File: src/rtl/core/hvt_pkg.sv
`timescale 1ns / 1ps
// ----------------------------------------------------------------------------
// hvt_pkg: shared types and constants
// Operation codes, register offsets and the command/status bundles that pass
// between the controller and the datapath.
// ----------------------------------------------------------------------------
package hvt_pkg;

  localparam logic [1:0] OP_TICK  = 2'd0;
  localparam logic [1:0] OP_READ  = 2'd1;
  localparam logic [1:0] OP_WRITE = 2'd2;

  localparam logic [4:0] REG_NMITIMEN = 5'h00;
  localparam logic [4:0] REG_WRIO     = 5'h01;
  localparam logic [4:0] REG_WRMPYA   = 5'h02;
  localparam logic [4:0] REG_WRMPYB   = 5'h03;
  localparam logic [4:0] REG_WRDIVL   = 5'h04;
  localparam logic [4:0] REG_WRDIVH   = 5'h05;
  localparam logic [4:0] REG_WRDIVB   = 5'h06;
  localparam logic [4:0] REG_HTIMEL   = 5'h07;
  localparam logic [4:0] REG_HTIMEH   = 5'h08;
  localparam logic [4:0] REG_VTIMEL   = 5'h09;
  localparam logic [4:0] REG_VTIMEH   = 5'h0a;
  localparam logic [4:0] REG_RDNMI    = 5'h10;
  localparam logic [4:0] REG_TIMEUP   = 5'h11;
  localparam logic [4:0] REG_HVBJOY   = 5'h12;
  localparam logic [4:0] REG_RDIO     = 5'h13;
  localparam logic [4:0] REG_RDDIVL   = 5'h14;
  localparam logic [4:0] REG_RDDIVH   = 5'h15;
  localparam logic [4:0] REG_RDMPYL   = 5'h16;
  localparam logic [4:0] REG_RDMPYH   = 5'h17;

  typedef struct packed {
    logic       start;      // apply the captured item
    logic       div_start;  // begin a division
    logic       div_step;   // one restoring step
    logic       div_done;   // store quotient and remainder
  } hvt_cmd_t;

  typedef struct packed {
    logic       is_div;     // captured item starts a division
  } hvt_status_t;

endpackage

File: src/rtl/core/hvt_ctrl.sv
`timescale 1ns / 1ps
// ----------------------------------------------------------------------------
// hvt_ctrl: sequencing controller
// Accepts an item, sequences the datapath, and holds the result until it is
// taken. A nonzero divide write runs sixteen shift-subtract steps.
// ----------------------------------------------------------------------------
module hvt_ctrl (
  input  logic                clk,
  input  logic                rst,
  input  logic                in_valid,
  output logic                in_ready,
  output logic                out_valid,
  input  logic                out_ready,
  input  hvt_pkg::hvt_status_t status,
  output hvt_pkg::hvt_cmd_t    cmd
);
  import hvt_pkg::*;

  typedef enum logic [1:0] {S_IDLE, S_EXEC, S_DIV, S_OUT} state_t;

  state_t     state;
  logic [3:0] step_cnt;

  assign in_ready  = (state == S_IDLE);
  assign out_valid = (state == S_OUT);

  always_comb begin
    cmd.start     = (state == S_EXEC);
    cmd.div_start = (state == S_EXEC) && status.is_div;
    cmd.div_step  = (state == S_DIV);
    cmd.div_done  = (state == S_DIV) && (step_cnt == 4'd15);
  end

  always_ff @(posedge clk) begin
    if (rst) begin
      state    <= S_IDLE;
      step_cnt <= '0;
    end else begin
      case (state)
        S_IDLE: begin
          if (in_valid) state <= S_EXEC;
        end
        S_EXEC: begin
          step_cnt <= '0;
          state    <= status.is_div ? S_DIV : S_OUT;
        end
        S_DIV: begin
          step_cnt <= step_cnt + 4'd1;
          if (step_cnt == 4'd15) state <= S_OUT;
        end
        S_OUT: begin
          if (out_ready) state <= S_IDLE;
        end
        default: state <= S_IDLE;
      endcase
    end
  end

`ifndef SYNTHESIS
  a_div_only_from_exec: assert property (@(posedge clk) disable iff (rst)
    $rose(cmd.div_step) |-> $past(cmd.div_start))
    else $error("division started without a divide write");
  a_done_leads_out: assert property (@(posedge clk) disable iff (rst)
    cmd.div_done |=> out_valid)
    else $error("division finish did not present a result");
  a_no_accept_busy: assert property (@(posedge clk) disable iff (rst)
    out_valid |-> !in_ready)
    else $error("input ready while a result waits");
`endif

endmodule

File: src/rtl/core/hvt_datapath.sv
`timescale 1ns / 1ps
// ----------------------------------------------------------------------------
// hvt_datapath: counters, flags and arithmetic registers
// Holds the video counters, IRQ/NMI logic, register file, the 8x8 multiplier
// and a bit-serial 16/8 divider, and forms the result item.
// ----------------------------------------------------------------------------
module hvt_datapath (
  input  logic                clk,
  input  logic                rst,
  input  logic                pal_timing,
  input  logic                capture,
  input  logic [1:0]          operation,
  input  logic [4:0]          reg_offset,
  input  logic [7:0]          write_data,
  input  logic [7:0]          open_bus,
  input  logic                interlace,
  input  logic                even_frame,
  input  logic                overscan,
  input  hvt_pkg::hvt_cmd_t    cmd,
  output hvt_pkg::hvt_status_t status,
  output logic [7:0]          read_data,
  output logic                irq_line,
  output logic                nmi_pulse,
  output logic                hdma_init_request,
  output logic                hdma_run_request,
  output logic                vblank_begin,
  output logic                frame_begin,
  output logic                latch_counters,
  output logic [10:0]         h_position,
  output logic [8:0]          v_position
);
  import hvt_pkg::*;

  // Captured item.
  logic [1:0]  op_q;
  logic [4:0]  off_q;
  logic [7:0]  wd_q, ob_q;
  logic        il_q, ev_q, os_q;

  logic [10:0] dot_count, next_event_dot, dot_compare;
  logic [8:0]  line_count, line_compare;
  logic [2:0]  irq_delay;
  logic        compare_hit_prev, irq_flag, nmi_flag, vblank_flag, latch_bit;
  logic [2:0]  enable_bits;
  logic [7:0]  multiplicand;
  logic [15:0] product_remainder, dividend, quotient;

  // Divider working registers.
  logic [15:0] div_q;
  logic [7:0]  div_r;
  logic [7:0]  divisor;
  logic [8:0]  div_sh;
  logic [7:0]  div_rn;
  logic        div_nb;

  assign status.is_div = (op_q == OP_WRITE) && (off_q == REG_WRDIVB)
                         && (wd_q != 8'd0);

  always_ff @(posedge clk) begin
    if (capture) begin
      op_q  <= operation;
      off_q <= reg_offset;
      wd_q  <= write_data;
      ob_q  <= open_bus;
      il_q  <= interlace;
      ev_q  <= even_frame;
      os_q  <= overscan;
    end
  end

  // Tick next-state logic.
  logic        hen, ven, cond, ev_hit, short_frame, start_vbl;
  logic [2:0]  delay_t;
  logic        irqf_t;
  logic [10:0] dot_adv;
  logic [8:0]  line_inc, line_wrap;

  always_comb begin
    hen     = enable_bits[0];
    ven     = enable_bits[1];
    delay_t = irq_delay;
    irqf_t  = irq_flag;
    if (irq_delay != 3'd0) begin
      delay_t = (irq_delay >= 3'd2) ? irq_delay - 3'd2 : 3'd0;
      if (delay_t == 3'd0) irqf_t = 1'b1;
    end
    cond = (hen || ven) && (line_count == line_compare || !ven)
           && (dot_count == dot_compare || !hen);
    if (!compare_hit_prev && cond) delay_t = 3'd4;
    dot_adv     = dot_count + 11'd2;
    ev_hit      = (dot_adv == next_event_dot);
    short_frame = !il_q || !ev_q;
    line_inc    = line_count + 9'd1;
    if (!pal_timing)
      line_wrap = ((line_inc == 9'd262 && short_frame) || line_inc == 9'd263)
                  ? 9'd0 : line_inc;
    else
      line_wrap = ((line_inc == 9'd312 && short_frame) || line_inc == 9'd313)
                  ? 9'd0 : line_inc;
    start_vbl = 1'b0;
    if (line_wrap == 9'd225) start_vbl = !os_q;
    else if (line_wrap == 9'd240) start_vbl = !vblank_flag;
  end

  always_ff @(posedge clk) begin
    if (rst) begin
      dot_count <= '0; line_count <= '0; next_event_dot <= 11'd16;
      dot_compare <= 11'd2044; line_compare <= 9'd511;
      irq_delay <= '0; compare_hit_prev <= 1'b0; irq_flag <= 1'b0;
      nmi_flag <= 1'b0; vblank_flag <= 1'b0; enable_bits <= '0;
      latch_bit <= 1'b1; multiplicand <= 8'd255;
      product_remainder <= 16'hfe01; dividend <= 16'hffff;
      quotient <= 16'h0101;
      read_data <= '0; nmi_pulse <= 1'b0; hdma_init_request <= 1'b0;
      hdma_run_request <= 1'b0; vblank_begin <= 1'b0; frame_begin <= 1'b0;
      latch_counters <= 1'b0;
    end else if (cmd.start) begin
      read_data <= '0; nmi_pulse <= 1'b0; hdma_init_request <= 1'b0;
      hdma_run_request <= 1'b0; vblank_begin <= 1'b0; frame_begin <= 1'b0;
      latch_counters <= 1'b0;
      case (op_q)
        OP_TICK: begin
          if (!dot_count[1]) begin
            irq_delay        <= delay_t;
            irq_flag         <= irqf_t;
            compare_hit_prev <= cond;
          end
          dot_count <= dot_adv;
          if (ev_hit) begin
            case (dot_adv)
              11'd16: begin
                next_event_dot <= 11'd22;
                if (line_count == 9'd0) hdma_init_request <= 1'b1;
              end
              11'd22:  next_event_dot <= 11'd512;
              11'd512: next_event_dot <= 11'd538;
              11'd538: next_event_dot <= 11'd1104;
              11'd1104: begin
                if (!vblank_flag) hdma_run_request <= 1'b1;
                if (!pal_timing)
                  next_event_dot <= (line_count == 9'd240 && !ev_q && !il_q)
                                    ? 11'd1360 : 11'd1364;
                else
                  next_event_dot <= (line_count != 9'd311 || ev_q || !il_q)
                                    ? 11'd1364 : 11'd1368;
              end
              11'd1360, 11'd1364, 11'd1368: begin
                next_event_dot <= 11'd16;
                dot_count      <= '0;
                line_count     <= line_wrap;
                if (line_wrap == 9'd0) begin
                  vblank_flag <= 1'b0;
                  nmi_flag    <= 1'b0;
                  frame_begin <= 1'b1;
                end else if (start_vbl) begin
                  vblank_flag  <= 1'b1;
                  nmi_flag     <= 1'b1;
                  vblank_begin <= 1'b1;
                  if (enable_bits[2]) nmi_pulse <= 1'b1;
                end
              end
              default: ;
            endcase
          end
        end
        OP_READ: begin
          case (off_q)
            REG_RDNMI: begin
              read_data <= {nmi_flag, 7'h02 | (ob_q[6:0] & 7'h70)};
              nmi_flag  <= 1'b0;
            end
            REG_TIMEUP: begin
              read_data <= {irq_flag, ob_q[6:0]};
              irq_flag  <= 1'b0;
            end
            REG_HVBJOY: read_data <= {vblank_flag,
                (dot_count < 11'd4 || dot_count >= 11'd1096), ob_q[5:1], 1'b0};
            REG_RDIO:   read_data <= {latch_bit, 7'd0};
            REG_RDDIVL: read_data <= quotient[7:0];
            REG_RDDIVH: read_data <= quotient[15:8];
            REG_RDMPYL: read_data <= product_remainder[7:0];
            REG_RDMPYH: read_data <= product_remainder[15:8];
            default:    read_data <= off_q[4:3] == 2'b11 ? 8'd0 : ob_q;
          endcase
        end
        OP_WRITE: begin
          case (off_q)
            REG_NMITIMEN: begin
              if (wd_q[5:4] == 2'b00) irq_flag <= 1'b0;
              if (!enable_bits[2] && wd_q[7] && nmi_flag) nmi_pulse <= 1'b1;
              enable_bits <= {wd_q[7], wd_q[5], wd_q[4]};
            end
            REG_WRIO: begin
              if (!wd_q[7] && latch_bit) latch_counters <= 1'b1;
              latch_bit <= wd_q[7];
            end
            REG_WRMPYA: multiplicand <= wd_q;
            REG_WRMPYB: product_remainder <= multiplicand * wd_q;
            REG_WRDIVL: dividend[7:0]  <= wd_q;
            REG_WRDIVH: dividend[15:8] <= wd_q;
            REG_WRDIVB: begin
              if (wd_q == 8'd0) begin
                quotient          <= 16'hffff;
                product_remainder <= dividend;
              end
            end
            REG_HTIMEL: dot_compare[9:2] <= wd_q;
            REG_HTIMEH: dot_compare[10]  <= wd_q[0];
            REG_VTIMEL: line_compare[7:0] <= wd_q;
            REG_VTIMEH: line_compare[8]   <= wd_q[0];
            default: ;
          endcase
        end
        default: ;
      endcase
    end else if (cmd.div_done) begin
      quotient          <= {div_q[14:0], div_nb};
      product_remainder <= {8'd0, div_rn};
    end
  end

  // Restoring divider, one quotient bit per step.
  always_comb begin
    div_sh = {div_r, div_q[15]};
    div_nb = (div_sh >= {1'b0, divisor});
    div_rn = div_nb ? 8'(div_sh - {1'b0, divisor}) : div_sh[7:0];
  end

  always_ff @(posedge clk) begin
    if (cmd.div_start) begin
      div_q   <= dividend;
      div_r   <= '0;
      divisor <= wd_q;
    end else if (cmd.div_step) begin
      div_q <= {div_q[14:0], div_nb};
      div_r <= div_rn;
    end
  end

  assign irq_line   = irq_flag;
  assign h_position = dot_count;
  assign v_position = line_count;

`ifndef SYNTHESIS
  a_dot_even: assert property (@(posedge clk) disable iff (rst)
    !dot_count[0])
    else $error("dot counter became odd");
  a_frame_zero: assert property (@(posedge clk) disable iff (rst)
    frame_begin |-> line_count == 9'd0 && !vblank_flag)
    else $error("frame start without line zero");
  a_vbl_sets: assert property (@(posedge clk) disable iff (rst)
    vblank_begin |-> vblank_flag && nmi_flag)
    else $error("vblank start without flags");
`endif

endmodule

File: src/rtl/core/hv_timer_irq_and_muldiv_registers_core.sv
`timescale 1ns / 1ps
// ----------------------------------------------------------------------------
// hv_timer_irq_and_muldiv_registers_core: video timer and arithmetic registers
// Ticks the dot/line counters, raises timer IRQ and NMI, serves the register
// page including the multiplier and divider.
// ----------------------------------------------------------------------------
// Sequence: a transfer is captured, executed in state S_EXEC and presented
// in S_OUT; a nonzero divide write runs the 16-step serial divider between.
// Items run one at a time: the next is accepted once the result is taken.
// Reset: synchronous; counters, flags and arithmetic registers take their
// power-on values.
module hv_timer_irq_and_muldiv_registers_core (
  input  logic        clk,
  input  logic        rst,
  input  logic        cfg_we,
  input  logic        cfg_wdata,
  input  logic        in_valid,
  output logic        in_ready,
  input  logic [1:0]  operation,
  input  logic [4:0]  reg_offset,
  input  logic [7:0]  write_data,
  input  logic [7:0]  open_bus,
  input  logic        interlace,
  input  logic        even_frame,
  input  logic        overscan,
  output logic        out_valid,
  input  logic        out_ready,
  output logic [7:0]  read_data,
  output logic        irq_line,
  output logic        nmi_pulse,
  output logic        hdma_init_request,
  output logic        hdma_run_request,
  output logic        vblank_begin,
  output logic        frame_begin,
  output logic        latch_counters,
  output logic [10:0] h_position,
  output logic [8:0]  v_position
);
  import hvt_pkg::*;

  logic        pal_timing;
  hvt_cmd_t    cmd;
  hvt_status_t status;

  always_ff @(posedge clk) begin
    if (rst) pal_timing <= 1'b0;
    else if (cfg_we) pal_timing <= cfg_wdata;
  end

  hvt_ctrl u_ctrl (
    .clk(clk), .rst(rst), .in_valid(in_valid), .in_ready(in_ready),
    .out_valid(out_valid), .out_ready(out_ready), .status(status), .cmd(cmd)
  );

  hvt_datapath u_dp (
    .clk(clk), .rst(rst), .pal_timing(pal_timing),
    .capture(in_valid && in_ready),
    .operation(operation), .reg_offset(reg_offset), .write_data(write_data),
    .open_bus(open_bus), .interlace(interlace), .even_frame(even_frame),
    .overscan(overscan), .cmd(cmd), .status(status),
    .read_data(read_data), .irq_line(irq_line), .nmi_pulse(nmi_pulse),
    .hdma_init_request(hdma_init_request), .hdma_run_request(hdma_run_request),
    .vblank_begin(vblank_begin), .frame_begin(frame_begin),
    .latch_counters(latch_counters), .h_position(h_position),
    .v_position(v_position)
  );

endmodule

File: config.mk
export PLATFORM = sky130hd
export DESIGN_NAME = hv_timer_irq_and_muldiv_registers_core
export DESIGN_NICKNAME = d
export VERILOG_FILES = /design/src/rtl/core/hvt_pkg.sv /design/src/rtl/core/hvt_ctrl.sv /design/src/rtl/core/hvt_datapath.sv /design/src/rtl/core/hv_timer_irq_and_muldiv_registers_core.sv
export SDC_FILE = /design/constraint.sdc
export NUM_CORES = 1
export LEC_CHECK = 0
export ABC_CLOCK_PERIOD_IN_PS = 5700
export BUFFER_PORTS_ARGS = -buffer_cell sky130_fd_sc_hd__buf_4
export CORE_ASPECT_RATIO = 0.9
export CORE_UTILIZATION = 40
export DETAILED_ROUTE_END_ITERATION = 7
export SYNTH_ARGS = -nofsm -noshare
export SYNTH_HDL_FRONTEND = slang
export SYNTH_SLANG_ARGS = --single-unit
File: constraint.sdc
create_clock -name clk -period 5.7 [get_ports clk]
set_input_delay 0.855 -clock clk [delete_from_list [all_inputs] [get_ports clk]]
set_output_delay 0.855 -clock clk [all_outputs]
set_load 0.02 [all_outputs]
* After elaboration in Yosys (flattened, before gate mapping)
Index checks and enable logic that the tools add are counted.
** Cells by class
- Eq/ne operators :: 62
- Mux-type cells :: 77
- Multiply operators :: 1
- Reductions and logical operators :: 72
- Bitwise gates (word level) :: 1
- Magnitude comparators :: 4
- $add $sub $neg :: 5
** Operator list (number)
- two-way mux 16 bit :: 11
- case mux 11 bit (6 select lines) :: 1
- case mux 8 bit (8 select lines) :: 1
- equality test 11 bit, second input constant :: 4
- two-way mux 1 bit :: 41
- equality test 5 bit, second input constant :: 8
- equality test 9 bit, second input constant :: 4
- two-way mux 11 bit :: 3
- AND reduction 3 bit :: 11
- case mux 16 bit (2 select lines) :: 1
- equality test 9 x 8 -> 1 bit, second input constant :: 3
- two-way mux 9 bit :: 3
- two-way mux 8 bit :: 3
- equality test 11 x 10 -> 1 bit, second input constant :: 2
- equality test 11 bit :: 2
- equality test 11 x 5 -> 1 bit, second input constant :: 2
- != test 2 x 1 -> 1 bit, second input constant :: 11
- equality test 5 x 3 -> 1 bit, second input constant :: 4
- AND reduction 4 bit :: 5
- logical NOT 9 bit :: 2
- multiplier 8 x 8 -> 16 bit :: 1
- equality test 5 x 4 -> 1 bit, second input constant :: 3
- logical AND 1 bit :: 15
- two-way mux 3 bit :: 4
- other kinds (41) :: 77
** Storage, ports and cells
- Register bits after elaboration :: 195
- Bits of input ports :: 32
- Word-level logic and storage cells :: 261
- Output and inout bits :: 37

* Longest topological paths before layout
Gate-level depths: netlist of the first run.
- Depth after elaboration :: 14
- Depth in mapped cells :: 19
- Depth with buffers taken out :: 18

* Modules after synthesis
Synthesis of the first run repeated with hierarchy kept, for this count alone.
** Second synthesis, totals
- Cells, all modules :: 1318
- Area total of the unflattened synthesis :: 11945.2 µm²
** Modules (own cells, without submodules)
- hvt_datapath :: cells each 1269, seq. area each 4164.0 µm², area an instance 11524.8 µm², times used 1
- hvt_ctrl :: cells each 45, seq. area each 120.1 µm², area an instance 380.4 µm², times used 1
- hv_timer_irq_and_muldiv_registers_core :: cells each 4, seq. area each 20.0 µm², area an instance 40.0 µm², times used 1

* Least setup slack after synthesis of the first run
OpenSTA, ideal clock, no wires.
- Path kind :: flip-flop to flip-flop
- Start point :: reg u_dp.wd_q[7]
- End point :: reg u_dp.product_remainder[15]
- Data required time :: 5.580 ns
- Period minus slack after synthesis :: 4.723 ns
- Setup slack :: 0.977 ns
- Stages on the path, launching flop included :: 18
- Arrival time :: 4.603 ns
- Buffers on the path :: 2
- Library setup time :: 0.120 ns
- Cells stage by stage :: edfxtp_1 -> clkbuf_1 -> clkbuf_1 -> nand2_1 -> fa_1 -> fa_1 -> inv_1 -> fa_1 -> inv_1 -> fa_1 -> inv_1 -> ha_1 -> a21boi_0 -> o41ai_1 -> o21ai_0 -> a21oi_1 -> nor3_1 -> a211o_1
** On the way
- Word-level cells in the longest chain between the ends :: 4
- Elaborated cells between the ends (all ways) :: 7
- Classes of those cells :: mul (1); eq/ne (1); mux (3); reduce/logical (2)
** RTL lines
- start: declaration :: line hvt_datapath.sv:37 : logic [7:0] wd_q, ob_q;
- start signal: assignment :: line hvt_datapath.sv:63 : wd_q <= write_data;
- multiplier 8 x 8 -> 16 bit :: line hvt_datapath.sv:198 : REG_WRMPYB: product_remainder <= multiplicand * wd_q;
- case mux 16 bit (2 select lines) :: line hvt_datapath.sv:187 : case (off_q)
- two-way mux 16 bit :: line hvt_datapath.sv:121 : case (op_q)
- two-way mux 16 bit :: line hvt_datapath.sv:117 : end else if (cmd.start) begin
- end signal: assignment :: line hvt_datapath.sv:198
- end signal: assignment :: line hvt_datapath.sv:204 : product_remainder <= dividend;
- end signal: assignment :: line hvt_datapath.sv:218 : product_remainder <= {8'd0, div_rn};
- end: declaration :: line hvt_datapath.sv:46 : logic [15:0] product_remainder, dividend, quotient;
Parallel ways exist; a longest one is shown, timed or not. The select of a mux whose other input is x is not followed.
A chain may end at the register's enable or synchronous reset.

* Worst setup path in the final report of the first run
- Start point :: reg u_dp.wd_q[3]
- End point :: reg u_dp.product_remainder[15]
Same word-level chain as after synthesis.

==> results of run 1 <==
per-layer routing:
metal  up-vias  share of wire
li1       4752              -
met1      4726           0.49
met2       325           0.42
met3        34          0.075
met4         0          0.014
met5         -              0
stage by stage:
stage	area [um^2]	hold WS, ns	total power, mW
finish	13380	0.4670	7.875
global route	13380	0.4992	8.589
CTS	13380	0.4687	7.862
detailed placement	12750	0.4569	6.507
global placement	12750	0.4512	6.463
floorplan	12000	0.4244	5.345
how the worst max path moves through the flow:
stage / slack (ns) / start / endpoint / cells after the start
after floorplan: 0.98 / u_dp.wd_q[7] / u_dp.product_remainder[15] / 17
after global placement: 0.91 / u_dp.wd_q[3] / u_dp.product_remainder[15] / 15
after detailed placement: 0.91 / u_dp.wd_q[3] / u_dp.product_remainder[15] / 15
after CTS: 0.86 / u_dp.wd_q[3] / u_dp.product_remainder[15] / 15
after global routing: 0.60 / u_dp.wd_q[3] / u_dp.product_remainder[15] / 15
final: 0.86 / u_dp.wd_q[3] / u_dp.product_remainder[15] / 15
flip-flops by register name, summed over array words and instances, names as in the netlist, 3 cells and up:
| name | cells |
|---|---|
| u_dp.h_position | 10 |
| u_dp.divisor | 8 |
| u_dp.div_r | 8 |
| u_dp.quotient | 16 |
| u_dp.multiplicand | 8 |
| u_dp.dot_compare | 9 |
| u_ctrl.step_cnt | 4 |
| u_dp.irq_delay | 3 |
| u_dp.off_q | 5 |
| u_dp.read_data | 8 |
| u_dp.v_position | 9 |
| u_dp.product_remainder | 16 |
| u_dp.div_q | 16 |
| u_dp.next_event_dot | 7 |
| u_dp.line_compare | 9 |
| u_dp.ob_q | 8 |
| u_dp.dividend | 16 |
| u_dp.wd_q | 8 |
| u_dp.enable_bits | 3 |
cells in the final DEF, fill, tap and decap left out, types with 5 or more instances in the layout:
cell	instances
nor3_1	53
mux2i_1	56
a21oi_1	60
a31oi_1	9
nand2b_1	9
a22oi_1	11
dfxtp_1	140
nand3_1	40
edfxtp_1	50
nand4b_1	6
nand2_1	165
o41ai_1	6
nor3b_1	5
nor2b_1	13
mux2_2	16
xor2_1	12
ha_1	60
a211oi_1	15
o21a_1	8
or3_1	9
inv_1	98
and2_1	35
and3_1	7
buf_4	86
o211a_1	5
nor2_1	104
xnor2_1	31
a221oi_1	5
or2_2	6
o211ai_1	9
nand4_1	18
nand3b_1	6
nor4_1	11
o21ai_0	52
fa_1	37
inv_6	5
clkbuf_16	17
worst reg2reg max path: stages, from the launching register on:
cell	delay, ns
edfxtp_1	0.58
nand2_1	0.13
fa_1	0.50
fa_1	0.50
inv_1	0.06
fa_1	0.53
inv_1	0.07
fa_1	0.54
inv_1	0.05
ha_1	0.32
a21boi_0	0.17
o41ai_1	0.42
o21ai_0	0.27
a21oi_1	0.26
nor3_1	0.07
a211o_1	0.27
power by group through the flow:
stage	combinational [mW]	clock, mW	sequential [mW]
floorplan	3.65	0	1.70
global placement	4.71	0	1.76
detailed placement	4.75	0	1.76
CTS	4.81	1.33	1.73
global route	5.46	1.38	1.75
finish	4.84	1.30	1.73
kinds of logic (layout without fill, tap and decap cells):
logic type / after synthesis / count (layout) / synth area share
AND/OR/NAND/NOR: 518 / 518 / 0.2165
flip-flops: 190 / 190 / 0.3588
adder cells (fa/ha/maj): 97 / 97 / 0.1243
buffers and inverters: 188 / 217 / 0.06362
XOR/XNOR: 45 / 45 / 0.03463
AO/OA/AOI/OAI: 242 / 242 / 0.1382
other: 1 / 1 / 0.0003126
multiplexers: 73 / 73 / 0.06362
layout make-up:
| cell class | count | area [um^2] | share of cell area |
|---|---|---|---|
| clock buffer | 18 | 429.2 | 0.03208 |
| clock inverter | 14 | 198.9 | 0.01487 |
| inverter | 99 | 371.6 | 0.02778 |
| multi-input combinational | 976 | 6932 | 0.5182 |
| sequential | 190 | 4304 | 0.3218 |
| tap | 396 | 495.5 | 0.03704 |
| timing repair buffer | 86 | 645.6 | 0.04826 |
==> results.sh, run 1 <==
export IMPL_n_antenna_cell=0
export IMPL_min_period_over_period=0.8485
export IMPL_fp_coreArea_mm2=0.02923
export IMPL_syn_inst=1354
export IMPL_hold_class="register to register"
export IMPL_clk_path_buf_depth=2
export IMPL_holdCritStartpoint="u_dp.product_remainder[8]"
export IMPL_fin_skew_ns=0.01242
export IMPL_initial_core_util=0.4104
export IMPL_critical_path_cell_chain="nand2_1 > fa_1 > fa_1 > inv_1 > fa_1 > inv_1 > fa_1 > inv_1 > ha_1 > a21boi_0 > o41ai_1 > o21ai_0 > a21oi_1 > nor3_1 > a211o_1"
export IMPL_grt_pass1_wl_mm=52.96
export IMPL_slowest_delay_ns=0.58
export IMPL_r2r_start="u_dp.wd_q[3]"
export IMPL_syn_nets=1483
export IMPL_antenna_left=0
export IMPL_synth_most_common_cell="nand2_1"
export IMPL_reg2reg_slack_ns=0.86
export IMPL_clkPwrFrac=0.166
export IMPL_pwr_density_cell_mw_per_mm2=588.7
export IMPL_swShare=0.4588
export IMPL_cp_arrival_ns=5.18
export IMPL_path_common_cell="fa_1"
export IMPL_syn_avg_cell_area_um2=8.860
export IMPL_rows=59
export IMPL_final_max_slew_viol_count=0
export IMPL_routed_wl_mm=32.95
export IMPL_hold_path_endpoint="u_dp.product_remainder[8]"
export IMPL_cts_tree="built"
export IMPL_cp_top_family="adder cells"
export IMPL_cts_htree_levels=4
export IMPL_avgViaCountPerCell=5.530
export IMPL_tns_ns=0
export IMPL_grt_pass1_vias=9334
export IMPL_cp_start_kind="register"
export IMPL_dieHeight_um=166.3
export IMPL_io_pins=69
export IMPL_cts_made_buffers=17
export IMPL_die_w_um=184.5
export IMPL_clock_latency_ns=0.45
export IMPL_synth_top_area_cell="dfxtp_1"
export IMPL_ctsResizeCount=0
export IMPL_worst_slack_ns=0.8633
export IMPL_hold_depth=2
export IMPL_end_kind="register"
export IMPL_cp_slowest_cell="edfxtp_1"
export IMPL_dpl_hpwl_mm=23.75
export IMPL_seq_area_frac_synth=0.3588
export IMPL_path_max_fanout=11
export IMPL_synth_top_cell_area_share=0.2336
export IMPL_drive_gt1_frac=0.1251
export IMPL_place_gp_congestion=0.8710
export IMPL_hold_violations=0
export IMPL_ys_types=96
export IMPL_drc=0
export IMPL_pre_cts_ws_ns=0.9138
export IMPL_clkTransAtPathRegs_ns=0.08
export IMPL_synth_edf_count=50
export IMPL_fmax_mhz=206.8
export IMPL_p_switching_mw=3.613
export IMPL_grtUsageTotal=0.2221
export IMPL_r2r_end="u_dp.product_remainder[15]"
export IMPL_crit_type="register to register"
export IMPL_p_comb_frac=0.615
export IMPL_finalSetupViolCount=0
export IMPL_grt_ovfl_total=0
export IMPL_synth_area_top_cells="dfxtp_1, edfxtp_1, ha_1, fa_1, nand2_1"
export IMPL_ys_warn_count=0
export IMPL_syn2layout_area_growth_pct=11.50
export IMPL_first_pass_iters=5
export IMPL_grt_max_degree=60
export IMPL_postCtsSetupRepairBufs=0
export IMPL_rr_worst_depth=15
export IMPL_netlist_top_cells_count="nand2_1, dfxtp_1, nor2_1"
export IMPL_worstMarginPinSlew_ns=1.232
export IMPL_status="complete, no violations"
export IMPL_worst_path_buf_inv=3
export IMPL_dieArea_mm2=0.03069
export IMPL_avgRoutedWirePerCell_um=18.52
export IMPL_n_fill_cell=2905
export IMPL_use_met3=0.04715
export IMPL_cts_root_buf="clkbuf_16"
export IMPL_rsz0062_at_grt="false"
export IMPL_p_seq_frac=0.220
export IMPL_grt_use_met1=0.3367
export IMPL_internal_power_mw=4.262
export IMPL_period_needed_ns=4.837
export IMPL_synth_seq_cells=190
export IMPL_met2_usage=0.3163
export IMPL_io_buffers=67
export IMPL_dr_total_vias=9837
export IMPL_drtIter0Drc=849
export IMPL_synth_area_mm2=0.01200
export IMPL_p_leak_nw=5.291
export IMPL_nNetsFinal=1499
export IMPL_cp_required_ns=6.04
export IMPL_clkSinkCount=190
export IMPL_hold_buffers=0
export IMPL_fin_util=0.4576
export IMPL_max_vdd_ir_drop_mv=0.4754
export IMPL_grt_busiest_layer="met1"
export IMPL_antenna_found_initial=2
export IMPL_synth_ff_type="dfxtp_1"
export IMPL_dp_cells=1747
export IMPL_fin_cells=1779
export IMPL_async_reset_ff_frac=0
export IMPL_relSlewSlack=0.1723
export IMPL_timing_max_cap_violations=0
No activity file was read; power rests on OpenSTA's default activity.
==> run 2: changes to the inputs <==
--- a/config.mk
+++ b/config.mk
@@ -5,7 +5,7 @@
 export SDC_FILE = /design/constraint.sdc
 export NUM_CORES = 1
 export LEC_CHECK = 0
-export ABC_CLOCK_PERIOD_IN_PS = 5700
+export ABC_CLOCK_PERIOD_IN_PS = 4100
 export BUFFER_PORTS_ARGS = -buffer_cell sky130_fd_sc_hd__buf_4
 export CORE_ASPECT_RATIO = 0.9
 export CORE_UTILIZATION = 40
==> constraint.sdc (replaced) <==
create_clock -name clk -period 4.1 [get_ports clk]
set_input_delay 0.615 -clock clk [delete_from_list [all_inputs] [get_ports clk]]
set_output_delay 0.615 -clock clk [all_outputs]
set_load 0.02 [all_outputs]
==> results.sh, run 2 (synthesis results as in run 1) <==
export IMPL_status="finished with violations"
export IMPL_violations="setup timing"
export IMPL_routed_wl_mm=33.16
export IMPL_finalPower_mw=14.32
export IMPL_hold_violations=0
export IMPL_holdCritStartpoint="interlace"
export IMPL_dr_total_vias=10060
export IMPL_cp_start_kind="register"
export IMPL_end_kind="register"
export IMPL_dpl_hpwl_mm=23.91
export IMPL_n_fill_cell=2810
export IMPL_initial_core_util=0.4104
export IMPL_io_buffers=67
export IMPL_dp_cells=1790
export IMPL_dpl_cell_area_mm2=0.01316
export IMPL_crit_type="register to register"
export IMPL_grt_max_degree=55
export IMPL_rows=59
export IMPL_tns_ns=-0.2594
export IMPL_whs_ns=0.3362
export IMPL_grt_pass1_wl_mm=52.77
export IMPL_n_antenna_cell=0
export IMPL_max_vdd_ir_drop_mv=1.118
export IMPL_clock_latency_ns=0.45
export IMPL_rsz0062_at_grt="true"
export IMPL_first_pass_iters=5
export IMPL_cp_top_family="adder cells"
export IMPL_cts_root_buf="clkbuf_16"
export IMPL_finalSetupViolCount=5
export IMPL_pre_cts_ws_ns=-0.2024
export IMPL_final_cell_mix="nand2_1, buf_4, dfxtp_1"
export IMPL_cp_required_ns=4.43
export IMPL_fp_coreArea_mm2=0.02923
export IMPL_drtIter0Drc=965
export IMPL_clkSinkCount=190
export IMPL_hold_path_endpoint="u_dp.il_q"
export IMPL_avgRoutedWirePerCell_um=18.02
export IMPL_path_max_fanout=8
export IMPL_r2r_end="u_dp.product_remainder[15]"
export IMPL_reg2reg_slack_ns=-0.10
export IMPL_antenna_left=0
export IMPL_worst_path_buf_inv=4
export IMPL_worst_slack_ns=-0.1035
export IMPL_clkTransAtPathRegs_ns=0.08
export IMPL_relSlewSlack=0.2506
export IMPL_slowest_delay_ns=0.56
export IMPL_rr_worst_depth=16
export IMPL_final_max_slew_viol_count=0
export IMPL_stdcell_area_mm2=0.01407
export IMPL_cp_arrival_ns=4.54
export IMPL_timing_max_cap_violations=0
export IMPL_cts_tree="built"
export IMPL_cp_slowest_cell="fa_1"
export IMPL_clk_path_buf_depth=2
export IMPL_dieHeight_um=166.3
export IMPL_die_w_um=184.5
export IMPL_fmax_mhz=237.9
export IMPL_r2r_start="u_dp.wd_q[2]"
export IMPL_place_gp_congestion=0.8852
export IMPL_p_leak_nw=5.604
export IMPL_final_common_cell="nand2_1"
export IMPL_fin_cells=1840
export IMPL_cts_htree_levels=4
export IMPL_io_pins=69
export IMPL_path_common_cell="fa_1"
export IMPL_grtUsageTotal=0.2203
export IMPL_drive_gt1_frac=0.1994
export IMPL_fin_skew_ns=0.01322
export IMPL_grt_pass1_vias=9399
export IMPL_hold_depth=1
export IMPL_avgViaCountPerCell=5.467
export IMPL_syn2layout_area_growth_pct=17.29
export IMPL_pwr_density_cell_mw_per_mm2=1017
export IMPL_period_needed_ns=4.203
export IMPL_hold_class="input pin to register"
export IMPL_min_period_over_period=1.025
export IMPL_dieArea_mm2=0.03069
export IMPL_critical_path_cell_chain="nand2_2 > fa_1 > inv_2 > fa_1 > fa_1 > inv_2 > fa_1 > inv_2 > ha_4 > nor2_4 > nor2_4 > o41ai_4 > o21ai_1 > a21oi_2 > buf_4 > a211o_1"
export IMPL_cts_made_buffers=17
export IMPL_nNetsFinal=1560
export IMPL_antenna_found_initial=2
export IMPL_fin_util=0.4813
export IMPL_worstMarginPinSlew_ns=1.116
export IMPL_drc=0
export IMPL_grt_ovfl_total=0
## run 2: worst reg2reg max path: cells and delay by family, from the launching register on
| kind | cells | cell delay [ns] |
|---|---|---|
| compound gates | 4 | 0.65 |
| fa+ha+maj | 5 | 2.36 |
| buf+inv | 4 | 0.27 |
| flops | 1 | 0.55 |
| simple gates | 3 | 0.26 |
## run 2: cell type report
cell class | count | area, um^2 | area share
Clock buffer | 19 | 452.9 | 0.03219
Clock inverter | 13 | 143.9 | 0.01023
Inverter | 99 | 371.6 | 0.02641
Multi-Input combinational cell | 976 | 7187 | 0.5108
Sequential cell | 190 | 4312 | 0.3064
Tap cell | 396 | 495.5 | 0.03521
Timing Repair Buffer | 147 | 1109 | 0.07878
## run 2: report_power, final
part | switching, mW | internal (mW)
Sequential | 0.184 | 2.20
Clock | 0.807 | 0.893
Combinational | 5.14 | 5.09
## run 2: worst max-delay path by stage
stage	from	end	slack (ns)	cells past startpoint
CTS	u_dp.wd_q[5]	u_dp.product_remainder[14]	-0.07	17
detailed placement	u_dp.wd_q[3]	u_dp.product_remainder[15]	-0.20	15
floorplan	u_dp.wd_q[4]	u_dp.product_remainder[15]	-0.04	19
global placement	u_dp.wd_q[3]	u_dp.product_remainder[15]	-0.17	17
global route	u_dp.wd_q[2]	u_dp.product_remainder[9]	-0.24	16
finish	u_dp.wd_q[2]	u_dp.product_remainder[15]	-0.10	16
## run 2: routing by layer
| layer | track usage | vias to the layer above | wire length (um) |
|---|---|---|---|
| met2 | 0.3153 | 352 | 14030 |
| met1 | 0.3395 | 4805 | 16500 |
| met5 | 0 | - | 0 |
| met3 | 0.03662 | 29 | 2189 |
| met4 | 0.05181 | 0 | 442 |
| li1 | - | 4874 | - |
## run 2: what timing repair did
item,CTS,global route
gates cloned,0,0
hold buffers,0,0
gates resized for setup,21,30
setup buffers,16,3
endpoints found under the setup margin,8,10
pin swaps,38,24
==> run 3: changes to the inputs <==
--- a/config.mk
+++ b/config.mk
@@ -5,6 +5,7 @@
 export SDC_FILE = /design/constraint.sdc
 export NUM_CORES = 1
 export LEC_CHECK = 0
+export ABC_AREA = 1
 export ABC_CLOCK_PERIOD_IN_PS = 4100
 export BUFFER_PORTS_ARGS = -buffer_cell sky130_fd_sc_hd__buf_4
 export CORE_ASPECT_RATIO = 0.9
==> results.sh, run 3 <==
export IMPL_status="finished with violations"
export IMPL_violations="setup timing"
export IMPL_syn2layout_area_growth_pct=16.31
export IMPL_grt_max_degree=56
export IMPL_drive_gt1_frac=0.1633
export IMPL_ys_warn_count=0
export IMPL_synth_top_area_cell="dfxtp_1"
export IMPL_final_max_slew_viol_count=0
export IMPL_reg2reg_slack_ns=-0.11
export IMPL_synth_xor_area_frac=0.02333
export IMPL_synth_most_common_cell="nand2_1"
export IMPL_crit_type="register to register"
export IMPL_async_reset_ff_frac=0
export IMPL_antenna_left=0
export IMPL_max_vdd_ir_drop_mv=1.239
export IMPL_antenna_found_initial=0
export IMPL_finalSetupViolCount=4
export IMPL_dr_total_vias=10290
export IMPL_synth_top_family_by_area="simple AND/OR/NAND/NOR gates"
export IMPL_n_fill_cell=2749
export IMPL_nNetsFinal=1690
export IMPL_seq_area_frac_synth=0.3716
export IMPL_synth_area_mm2=0.01158
export IMPL_synth_ff_type="dfxtp_1"
export IMPL_n_antenna_cell=0
export IMPL_dpl_hpwl_mm=24.81
export IMPL_final_common_cell="nand2_1"
export IMPL_synth_area_top_cells="dfxtp_1, edfxtp_1, nand2_1, inv_1, ha_1"
export IMPL_io_buffers=67
export IMPL_syn_nets=1604
export IMPL_synth_edf_count=50
export IMPL_die_w_um=181.4
export IMPL_drtIter0Drc=767
export IMPL_synth_simple_area_share=0.2057
export IMPL_cts_tree="built"
export IMPL_rows=58
export IMPL_io_pins=69
export IMPL_synth_compound_area_share=0.1703
export IMPL_rsz0062_at_grt="true"
export IMPL_netlist_top_cells_count="nand2_1, inv_1, dfxtp_1"
export IMPL_cts_made_buffers=17
export IMPL_min_period_over_period=1.026
export IMPL_final_cell_mix="nand2_1, inv_1, dfxtp_1"
export IMPL_cts_root_buf="clkbuf_16"
export IMPL_dieArea_mm2=0.02964
export IMPL_dieHeight_um=163.4
export IMPL_timing_max_cap_violations=0
export IMPL_grt_ovfl_total=0
export IMPL_pre_cts_ws_ns=-0.1607
export IMPL_cp_arrival_ns=4.55
export IMPL_fmax_mhz=237.6
export IMPL_clk_path_buf_depth=2
export IMPL_grtUsageTotal=0.2253
export IMPL_first_pass_iters=6
export IMPL_clock_latency_ns=0.46
export IMPL_finalPower_mw=11.03
export IMPL_p_leak_nw=6.151
export IMPL_synth_adder_area_share=0.1288
export IMPL_cp_required_ns=4.44
export IMPL_initial_core_util=0.4103
export IMPL_synth_top_cell_area_share=0.2420
export IMPL_routed_wl_mm=32.79
export IMPL_pwr_density_cell_mw_per_mm2=818.9
export IMPL_drc=0
export IMPL_worst_slack_ns=-0.1084
export IMPL_cts_htree_levels=4
export IMPL_place_gp_congestion=0.8693
export IMPL_cp_start_kind="register"
export IMPL_synth_seq_cells=190
export IMPL_clkSinkCount=190
export IMPL_avgRoutedWirePerCell_um=16.95
export IMPL_hold_class="input pin to register"
export IMPL_ys_types=61
export IMPL_grt_pass1_wl_mm=51.99
export IMPL_hold_buffers=0
export IMPL_dpl_cell_area_mm2=0.01270
export IMPL_muxShareOfSynthArea=0
export IMPL_avgViaCountPerCell=5.318
export IMPL_end_kind="register"
export IMPL_stdcell_area_mm2=0.01347
export IMPL_whs_ns=0.3250
export IMPL_syn_inst=1475
export IMPL_path_max_fanout=6
export IMPL_hold_violations=0
export IMPL_clkTransAtPathRegs_ns=0.08
export IMPL_period_needed_ns=4.208
export IMPL_fp_coreArea_mm2=0.02823
export IMPL_grt_pass1_vias=9710
export IMPL_relSlewSlack=0.3087
export IMPL_worstMarginPinSlew_ns=1.036
export IMPL_syn_avg_cell_area_um2=7.853
export IMPL_fin_skew_ns=0.01966
-- run 3: worst max-delay path, cell delays in order (launching register included) --
cell and delay [ns]:
edfxtp_1 0.54, nand2_2 0.10, fa_1 0.48, fa_1 0.52, inv_1 0.05, fa_1 0.49
inv_2 0.04, fa_1 0.51, inv_2 0.05, ha_4 0.29, inv_4 0.05, nor3_2 0.18
a21oi_2 0.09, buf_4 0.14, buf_4 0.12, buf_4 0.12, nand2_1 0.05, nand2_1 0.04
o221ai_1 0.17, nand2_1 0.06
-- run 3: final timing paths --
| check | to | cells after the start | startpoint |
|---|---|---|---|
| hold / removal | u_dp.wd_q[6] | 1 | write_data[6] |
| hold reg to reg | u_dp.quotient[8] | 2 | u_dp.quotient[8] |
| setup reg to reg | u_dp.product_remainder[10] | 19 | u_dp.wd_q[3] |
| setup / recovery | u_dp.product_remainder[10] | 19 | u_dp.wd_q[3] |
-- run 3: kinds of logic (layout without fill, tap and decap cells) --
logic type	count (synthesis)	in the layout
buffers and inverters	301	400
and+or+nand+nor	534	534
other	1	1
AOI/OAI and AO/OA	322	322
DFF	190	190
adders and majority gates	97	97
xor gates and xnor gates	30	30
-- run 3: power breakdown --
part / switching, mW / internal (mW) / total [mW]
combinational: 3.88 / 3.17 / 7.05
clock: 0.797 / 0.848 / 1.64
sequential: 0.165 / 2.17 / 2.34
-- run 3: timing repair --
item | CTS | global route
resized for setup | 14 | 28
endpoints found under the setup margin | 5 | 10
pin swaps | 23 | 33
buffers inserted | 8 | 4
gates cloned | 0 | 0
-- run 3: cell type report --
| type | instances | area (um^2) | share of cell area |
|---|---|---|---|
| sequential | 190 | 4305 | 0.3196 |
| tap | 360 | 450.4 | 0.03343 |
| inverter | 245 | 922.1 | 0.06844 |
| timing repair buffer | 123 | 938.4 | 0.06965 |
| clock inverter | 11 | 97.59 | 0.007244 |
| multi-input combinational | 984 | 6287 | 0.4667 |
| clock buffer | 21 | 471.7 | 0.03501 |
-- run 3: per-layer routing --
metal,vias up,GRT usage,part of all wire
li1,5049,-,-
met5,-,0,0
met4,0,0.06510,0.019
met3,46,0.03880,0.053
met1,4895,0.3080,0.47
met2,295,0.3645,0.46
-- run 3: metrics by stage --
step	utilization	TNS (ns)	cells
after floorplan	-	-0.001706	1475
after global placement	0.4498	-0.1561	1891
after detailed placement	0.4498	-0.3543	1891
after CTS	0.4736	-0.1841	1931
after global routing	0.4773	-1.647	1934
final	0.4773	-0.3124	1934
